### src/isfd_pkg.sv
// shared types and constants for the imu serial frame decoder
package isfd_pkg;

    // byte codes on the serial link
    localparam logic [7:0] HDR_BYTE   = 8'h55;
    localparam logic [7:0] TYPE_ACC   = 8'h51;
    localparam logic [7:0] TYPE_ANGLE = 8'h53;

    // frame layout: header, type, then payload bytes 2..7
    localparam logic [3:0] BODY_START = 4'd2;
    localparam logic [3:0] LAST_DATA  = 4'd7;
    localparam int         NUM_DATA   = 6;
    localparam int         NUM_AXES   = 3;

    localparam int RAW_W   = 16;
    localparam int VALUE_W = 29;
    localparam int OFFS_W  = 28;

    // configuration register indexes
    localparam int CFG_ADDR_W = 2;
    localparam logic [CFG_ADDR_W-1:0] REG_RATE_BIAS_X = 2'd0;
    localparam logic [CFG_ADDR_W-1:0] REG_RATE_BIAS_Y = 2'd1;
    localparam logic [CFG_ADDR_W-1:0] REG_RATE_BIAS_Z = 2'd2;

    // scale factors for Q16 output
    localparam logic signed [VALUE_W-1:0] ACC_GAIN   = 29'sd32;
    localparam logic signed [VALUE_W-1:0] RATE_GAIN  = 29'sd4000;
    localparam logic signed [VALUE_W-1:0] ANGLE_GAIN = 29'sd360;
    localparam logic signed [VALUE_W-1:0] ANGLE_BIAS = 29'sd5898240;

    typedef enum logic [1:0] {
        PHASE_HUNT = 2'd0,
        PHASE_HDR  = 2'd1,
        PHASE_BODY = 2'd2
    } phase_t;

    typedef enum logic [1:0] {
        KIND_ACC   = 2'd0,
        KIND_RATE  = 2'd1,
        KIND_ANGLE = 2'd2
    } kind_t;

    // one completed frame handed from the parser to the scaler
    typedef struct packed {
        kind_t                        kind;
        logic [NUM_AXES-1:0][RAW_W-1:0] raw;
    } frame_t;

endpackage

### src/isfd_parser.sv
// byte parser: header hunt, frame collection and raw axis assembly
module isfd_parser #(
    parameter int FRAME_LEN = 11
) (
    input  logic                 aclk,
    input  logic                 aresetn,
    input  logic                 s_tvalid,
    output logic                 s_tready,
    input  logic [7:0]           s_tdata,
    output logic                 frm_valid,
    input  logic                 frm_ready,
    output isfd_pkg::frame_t     frm
);

    localparam logic [3:0] LAST_POS = 4'(FRAME_LEN - 1);

    isfd_pkg::phase_t phase_reg, phase_next;
    logic [3:0]       pos_reg, pos_next;
    isfd_pkg::kind_t  kind_reg, kind_next;
    logic [isfd_pkg::NUM_DATA-1:0][7:0] bytes_reg, bytes_next;
    logic             frm_valid_reg, frm_valid_next;
    isfd_pkg::frame_t frm_reg, frm_next;
    logic             in_fire;
    logic             emit;

    assign s_tready  = !frm_valid_reg || frm_ready;
    assign in_fire   = s_tvalid && s_tready;
    assign frm_valid = frm_valid_reg;
    assign frm       = frm_reg;

    always_comb begin
        phase_next = phase_reg;
        pos_next   = pos_reg;
        kind_next  = kind_reg;
        bytes_next = bytes_reg;
        emit       = 1'b0;
        if (in_fire) begin
            unique case (phase_reg)
                isfd_pkg::PHASE_HDR: begin
                    if (s_tdata >= isfd_pkg::TYPE_ACC && s_tdata <= isfd_pkg::TYPE_ANGLE) begin
                        kind_next  = isfd_pkg::kind_t'(2'(s_tdata - isfd_pkg::TYPE_ACC));
                        pos_next   = isfd_pkg::BODY_START;
                        phase_next = isfd_pkg::PHASE_BODY;
                    end else if (s_tdata != isfd_pkg::HDR_BYTE) begin
                        phase_next = isfd_pkg::PHASE_HUNT;
                        pos_next   = '0;
                    end
                end
                isfd_pkg::PHASE_BODY: begin
                    if (pos_reg >= isfd_pkg::BODY_START && pos_reg <= isfd_pkg::LAST_DATA) begin
                        bytes_next[3'(pos_reg - isfd_pkg::BODY_START)] = s_tdata;
                    end
                    // header bytes inside the body are plain data
                    if (pos_reg >= LAST_POS) begin
                        emit       = 1'b1;
                        phase_next = isfd_pkg::PHASE_HUNT;
                        pos_next   = '0;
                    end else begin
                        pos_next = pos_reg + 4'd1;
                    end
                end
                default: begin
                    if (s_tdata == isfd_pkg::HDR_BYTE) begin
                        phase_next = isfd_pkg::PHASE_HDR;
                        pos_next   = 4'd1;
                    end else begin
                        phase_next = isfd_pkg::PHASE_HUNT;
                        pos_next   = '0;
                    end
                end
            endcase
        end
    end

    // little-endian pairs, the byte arriving now included
    always_comb begin
        frm_next      = frm_reg;
        frm_valid_next = frm_valid_reg && !frm_ready;
        if (emit) begin
            frm_valid_next = 1'b1;
            frm_next.kind  = kind_reg;
            for (int i = 0; i < isfd_pkg::NUM_AXES; i++) begin
                frm_next.raw[i] = {bytes_next[2*i+1], bytes_next[2*i]};
            end
        end
    end

    always_ff @(posedge aclk) begin
        if (!aresetn) begin
            phase_reg     <= isfd_pkg::PHASE_HUNT;
            pos_reg       <= '0;
            kind_reg      <= isfd_pkg::KIND_ACC;
            frm_valid_reg <= 1'b0;
        end else begin
            phase_reg     <= phase_next;
            pos_reg       <= pos_next;
            kind_reg      <= kind_next;
            frm_valid_reg <= frm_valid_next;
        end
    end

    always_ff @(posedge aclk) begin
        bytes_reg <= bytes_next;
        frm_reg   <= frm_next;
    end

    a_hunt_stays: assert property (@(posedge aclk) disable iff (!aresetn)
        in_fire && phase_reg == isfd_pkg::PHASE_HUNT && s_tdata != isfd_pkg::HDR_BYTE
        |=> phase_reg == isfd_pkg::PHASE_HUNT)
        else $error("hunt left without a header byte");

    a_body_pos: assert property (@(posedge aclk) disable iff (!aresetn)
        phase_reg == isfd_pkg::PHASE_BODY
        |-> pos_reg >= isfd_pkg::BODY_START && pos_reg <= LAST_POS)
        else $error("body position out of frame");

    a_last_emits: assert property (@(posedge aclk) disable iff (!aresetn)
        in_fire && phase_reg == isfd_pkg::PHASE_BODY && pos_reg == LAST_POS
        |=> frm_valid_reg && phase_reg == isfd_pkg::PHASE_HUNT)
        else $error("last frame byte did not produce a frame");

    a_frame_holds: assert property (@(posedge aclk) disable iff (!aresetn)
        frm_valid_reg && !frm_ready |=> frm_valid_reg && $stable(frm_reg))
        else $error("stalled frame changed");

endmodule

### src/isfd_scale.sv
// scaler: raw axis values to Q16 results, with the output register
module isfd_scale (
    input  logic                 aclk,
    input  logic                 aresetn,
    input  logic                 frm_valid,
    output logic                 frm_ready,
    input  isfd_pkg::frame_t     frm,
    input  logic [isfd_pkg::NUM_AXES-1:0][isfd_pkg::OFFS_W-1:0] rate_bias,
    output logic                 m_tvalid,
    input  logic                 m_tready,
    output logic [1:0]           m_tuser,
    output logic [87:0]          m_tdata
);

    logic                                           m_tvalid_reg, m_tvalid_next;
    isfd_pkg::kind_t                                kind_reg, kind_next;
    logic [isfd_pkg::NUM_AXES-1:0][isfd_pkg::VALUE_W-1:0] value_reg, value_next;

    function automatic logic signed [isfd_pkg::VALUE_W-1:0] scale_axis(
        input isfd_pkg::kind_t                  kind,
        input logic [isfd_pkg::RAW_W-1:0]       raw,
        input logic [isfd_pkg::OFFS_W-1:0]      off
    );
        logic signed [isfd_pkg::VALUE_W-1:0] r;
        logic signed [isfd_pkg::VALUE_W-1:0] o;
        logic signed [isfd_pkg::VALUE_W-1:0] res;
        r = isfd_pkg::VALUE_W'(signed'(raw));
        o = isfd_pkg::VALUE_W'(signed'(off));
        unique case (kind)
            isfd_pkg::KIND_ACC:  res = r * isfd_pkg::ACC_GAIN;
            isfd_pkg::KIND_RATE: res = -(r * isfd_pkg::RATE_GAIN) - o;
            default:             res = isfd_pkg::ANGLE_BIAS - r * isfd_pkg::ANGLE_GAIN;
        endcase
        return res;
    endfunction

    assign frm_ready = !m_tvalid_reg || m_tready;

    always_comb begin
        m_tvalid_next = m_tvalid_reg && !m_tready;
        kind_next     = kind_reg;
        value_next    = value_reg;
        if (frm_valid && frm_ready) begin
            m_tvalid_next = 1'b1;
            kind_next     = frm.kind;
            for (int i = 0; i < isfd_pkg::NUM_AXES; i++) begin
                value_next[i] = scale_axis(frm.kind, frm.raw[i], rate_bias[i]);
            end
        end
    end

    always_ff @(posedge aclk) begin
        if (!aresetn) begin
            m_tvalid_reg <= 1'b0;
        end else begin
            m_tvalid_reg <= m_tvalid_next;
        end
    end

    always_ff @(posedge aclk) begin
        kind_reg  <= kind_next;
        value_reg <= value_next;
    end

    assign m_tvalid = m_tvalid_reg;
    assign m_tuser  = kind_reg;
    assign m_tdata  = {1'b0, value_reg};

endmodule

### src/imu_serial_frame_decoder_top.sv
// top level of the imu serial frame decoder
// accepts one byte per cycle unless an output stall holds ready; after the last frame byte
// a result passes the frame register, then the result register; frames stream back to back
// output stalls hold the result and back up into the byte input through ready
// aresetn is synchronous, active low: parser returns to header hunt, offsets clear
module imu_serial_frame_decoder_top #(
    parameter int FRAME_LEN = 11
) (
    input  logic        aclk,
    input  logic        aresetn,
    input  logic        s_tvalid,
    output logic        s_tready,
    input  logic [7:0]  s_tdata,    // rx_byte[7:0]
    output logic        m_tvalid,
    input  logic        m_tready,
    output logic [87:0] m_tdata,    // value_x[28:0], value_y[57:29], value_z[86:58], zero pad
    output logic [1:0]  m_tuser,    // frame_kind[1:0]
    input  logic        cfg_wr_en,
    input  logic [isfd_pkg::CFG_ADDR_W-1:0] cfg_addr,
    input  logic [isfd_pkg::OFFS_W-1:0]     cfg_wr_data
);

    logic [isfd_pkg::NUM_AXES-1:0][isfd_pkg::OFFS_W-1:0] offset_reg;
    logic             frm_valid;
    logic             frm_ready;
    isfd_pkg::frame_t frm;

    always_ff @(posedge aclk) begin
        if (!aresetn) begin
            offset_reg <= '0;
        end else if (cfg_wr_en) begin
            unique case (cfg_addr)
                isfd_pkg::REG_RATE_BIAS_X: offset_reg[0] <= cfg_wr_data;
                isfd_pkg::REG_RATE_BIAS_Y: offset_reg[1] <= cfg_wr_data;
                isfd_pkg::REG_RATE_BIAS_Z: offset_reg[2] <= cfg_wr_data;
                default: ;
            endcase
        end
    end

    isfd_parser #(
        .FRAME_LEN (FRAME_LEN)
    ) u_parser (
        .aclk      (aclk),
        .aresetn   (aresetn),
        .s_tvalid  (s_tvalid),
        .s_tready  (s_tready),
        .s_tdata   (s_tdata),
        .frm_valid (frm_valid),
        .frm_ready (frm_ready),
        .frm       (frm)
    );

    isfd_scale u_scale (
        .aclk        (aclk),
        .aresetn     (aresetn),
        .frm_valid   (frm_valid),
        .frm_ready   (frm_ready),
        .frm         (frm),
        .rate_bias   (offset_reg),
        .m_tvalid    (m_tvalid),
        .m_tready    (m_tready),
        .m_tuser     (m_tuser),
        .m_tdata     (m_tdata)
    );

endmodule
### config.mk
export PLATFORM = sky130hd
export DESIGN_NAME = imu_serial_frame_decoder_top
export DESIGN_NICKNAME = d
export VERILOG_FILES = /design/src/isfd_pkg.sv /design/src/isfd_parser.sv /design/src/isfd_scale.sv /design/src/imu_serial_frame_decoder_top.sv
export SDC_FILE = /design/constraint.sdc
export NUM_CORES = 1
export LEC_CHECK = 0
export ABC_AREA = 1
export BUFFER_PORTS_ARGS = -buffer_cell sky130_fd_sc_hd__clkbuf_2
export CAP_MARGIN = 20
export CORE_MARGIN = 5
export CORE_UTILIZATION = 35
export DETAILED_ROUTE_END_ITERATION = 6
export GPL_TIMING_DRIVEN = 0
export HOLD_SLACK_MARGIN = 0.1
export PLACE_DENSITY_LB_ADDON = 0.1
export REMOVE_ABC_BUFFERS = 1
export SLEW_MARGIN = 10
export SYNTH_ARGS = -nofsm -noshare
export SYNTH_HDL_FRONTEND = slang
export SYNTH_HIERARCHICAL = 1
export SYNTH_SLANG_ARGS = --single-unit
export TNS_END_PERCENT = 5
### constraint.sdc
create_clock -name aclk -period 7.3 [get_ports aclk]
set_input_delay 0.365 -clock aclk [delete_from_list [all_inputs] [get_ports aclk]]
set_output_delay 0.365 -clock aclk [all_outputs]
set_load 0.01 [all_outputs]
==> impl_metrics.tcl <==
set metrics [dict create \
    yosys_register_bits 281 \
    skew_ps 38.4 \
    setup_viol 0 \
    portBuffers 133 \
    cts-buffers-inserted 40 \
    cp_common_cell "inv_1" \
    grtUsageMet1 0.292 \
    busiest_layer "met2" \
    hp-class "input pin to flop" \
    grt_max_degree 94 \
    grt_usage 0.205 \
    netlist_instances 4748 \
    route.detailed.drc 0 \
    worst_ep_arrival_time_ps 7210 \
    overflow 0 \
    p_seq_frac 0.404 \
    syn_area_um2 34800 \
    cts.clk_slew.worst_paths_ps 60 \
    cts_root_buf "clkbuf_16" \
    fp-row-count 115 \
    yosys_warnings 6 \
    slowest_delay_ps 620 \
    cts_buffer_depth 3 \
    met2_usage 0.336 \
    startpoint_type "flop" \
    drt_iter0_drc 2060 \
    die_h_um 325 \
    dp_hpwl_um 91000 \
    final_nets 5758 \
    rsz0062_at_grt "no" \
    p_int_w 0.00302 \
    outcome "finished, final reports clean" \
    path_delay_family "adder cells" \
    first_pass_iters 5 \
    p_switching_w 0.00119 \
    tns_ps 0 \
    vias 30385 \
    crit_fanout 10 \
    p_leak_nw 20.4 \
    grt_use_met3 0.0224 \
    endpoint_kind "flop" \
    seq_area_frac_synth 0.202 \
    dieArea_um2 106000 \
    cts_tree "done" \
    floorplan.initialDensity 0.353 \
    hold_viol_final 0 \
    critPathBufInv 5 \
    die_w_um 325 \
    setup_ws_ps 429 \
    synth_cell_type_count 53 \
    critPathSlowestCell "edfxtp_1" \
    avgSynthCellArea_um2 7.33 \
    place_area_um2 37200 \
    worst_slew_pin_slew_ps 932 \
    power_density_nw_per_um2 107 \
    cap_violations 0 \
    fin_area_um2 39500 \
    largest_reg_flops 87 \
    wl_per_cell_um 17.6 \
    grt_pass1_vias 29585 \
    relSlewSlack 0.374 \
    timing.final.crit_period_ps 6870 \
    cts_max_level 2 \
    detail_route.wirelength_um 111000 \
    pre_cts_slack_ps 72.9 \
    grt_pass1_wl_um 170000 \
    ir_drop_uv 140 \
    finalCritPeriodShare 0.941 \
    clk_latency_ps 600 \
    comb_power_share 0.125 \
    clkPwrFrac 0.471 \
    syn2layout_area_growth_pct 13.4 \
    routabilityCongestion 0.883 \
    required_ps 7640 \
    vias_per_cell 4.82 \
    finalMaxSlewViolations 0 \
    max_clock_freq_mhz 146 \
    drive_gt1_frac 0.0840 \
    p_sw_frac 0.282 \
    core-area_um2 98600 \
    ant_nets 0 \
    antenna_found_initial 5 \
    power_w 0.00420 \
    cts.sinks 281 \
    critPathKind "flop to flop" \
    ios 135 \
]
## path summary, 6_finish.rpt
path | to | slack, ps | cells after the start | start
setup / recovery | u_scale/m_tdata[82]$_DFFE_PP_ | 430 | 26 | u_parser/frm[35]$_DFFE_PP_
hold / removal | offset_reg[83]$_SDFFE_PN0P_ | 140 | 3 | cfg_wr_data[27]
hold reg to reg | u_parser/frm[48]$_DFFE_PP_ | 440 | 0 | u_parser/kind_reg[0]$_SDFFE_PN0P_
setup reg to reg | u_scale/m_tdata[82]$_DFFE_PP_ | 430 | 26 | u_parser/frm[35]$_DFFE_PP_
## cells by family (layout without fill, tap and decap cells)
group                    after synthesis  after routing  synth area share
AND/OR/NAND/NOR                     1858           1858             0.226
AO/OA/AOI/OAI                        636            636             0.103
other                                  1              2          0.000108
flip-flops                           281            281             0.202
adder cells (fa/ha/maj)              725            725             0.314
XOR/XNOR                             117            117            0.0294
buffers and inverters               1130           1403             0.126
## through the flow
stage,util,std cells,hold WS [ps]
floorplan,-,4686,408
global placement,0.372,6106,416
detailed placement,0.377,6123,424
CTS,0.393,6220,104
global route,0.400,6308,133
finish,0.400,6309,143
## layout make-up
cell class	count	area, um^2
Fill cell	10480	59100
Multi-Input combinational cell	3337	23500
Sequential cell	281	7020
Inverter	1068	4010
Timing Repair Buffer	262	1990
Tap cell	1287	1610
Clock buffer	53	1080
Clock inverter	20	240
Antenna cell	1	2.50
## cell usage in the layout, fill, tap and decap left out, types with 32 or more instances in the layout
| cell type | Yosys | layout |
|---|---|---|
| edfxtp_1 | 139 | 139 |
| o21ai_0 | 189 | 187 |
| clkbuf_2 | 0 | 131 |
| nand3_1 | 266 | 264 |
| xnor2_1 | 51 | 50 |
| xor2_1 | 66 | 65 |
| buf_4 | 10 | 84 |
| inv_1 | 1058 | 1055 |
| fa_1 | 247 | 247 |
| dfxtp_1 | 142 | 142 |
| a21o_1 | 32 | 32 |
| nand4_1 | 51 | 51 |
| nor2_1 | 403 | 399 |
| clkbuf_16 | 0 | 41 |
| nand2_1 | 992 | 992 |
| ha_1 | 478 | 478 |
| nand2_2 | 36 | 36 |
| a21oi_1 | 280 | 279 |
| nor3_1 | 37 | 36 |
## per-layer routing
layer,vias to the layer above,part of all wire
li1,15503,-
met1,14235,0.48
met2,541,0.45
met3,104,0.042
met4,2,0.021
met5,-,0.00012
## repair_timing
| item | in CTS | in global routing |
|---|---|---|
| setup endpoints to repair | 0 | 13 |
| endpoints found under the hold margin | 42 | 0 |
| buffers inserted | 0 | 88 |
| resized for setup | 0 | 9 |
| hold buffers | 24 | 0 |
## power groups by stage
stage                     Clock (W)  Combinational, W  Sequential, W
after floorplan                   0          0.000331        0.00173
after global placement            0          0.000510        0.00173
after detailed placement          0          0.000510        0.00173
after CTS                   0.00207          0.000525        0.00170
after global routing        0.00212          0.000590        0.00170
final                       0.00198          0.000525        0.00170
## worst register-to-register path, cell delays in order, from the launching register on
cell and delay (ps):
edfxtp_1 620, fa_1 610, inv_1 50, fa_1 470, inv_1 50, fa_1 530, inv_1 50, fa_1 520
inv_1 50, ha_1 360, a21oi_1 200, o21ai_0 140, nand2_1 90, o211ai_1 110, a31oi_1 340, xor2_1 230
ha_1 260, ha_1 360, a21oi_1 190, o21ai_0 110, a21oi_1 290, nand3_1 240, a21oi_1 260, xor2_1 220
o21ai_0 100, inv_1 70, nand2_1 70
## synth_stat cells, drive strengths merged
library cell	count	share of area
o31ai	6	0.0013
ha	478	0.17
o21ai	209	0.030
buf	39	0.0075
a211oi	3	0.00065
o2111ai	2	0.00050
inv	1068	0.12
a21o	32	0.0069
o221a	1	0.00032
o311ai	1	0.00025
a21boi	4	0.00086
o32ai	3	0.00076
clkbuf	23	0.0029
a221oi	2	0.00050
nand3b	10	0.0022
a31oi	9	0.0016
nand3	277	0.041
fa	247	0.14
xor2	66	0.017
conb	1	0.00011
o221ai	17	0.0043
nor3b	2	0.00043
or2	17	0.0031
and2	8	0.0014
nand2	1028	0.11
nor3	41	0.0065
o21a	2	0.00043
a22oi	3	0.00065
o211ai	28	0.0060
nor4	5	0.0013
xnor2	51	0.013
nand4	51	0.0092
a21oi	285	0.042
a31o	3	0.00076
o21bai	26	0.0056
edfxtp	139	0.12
nor2	419	0.047
dfxtp	142	0.082
(Power assumes the default switching activity.)
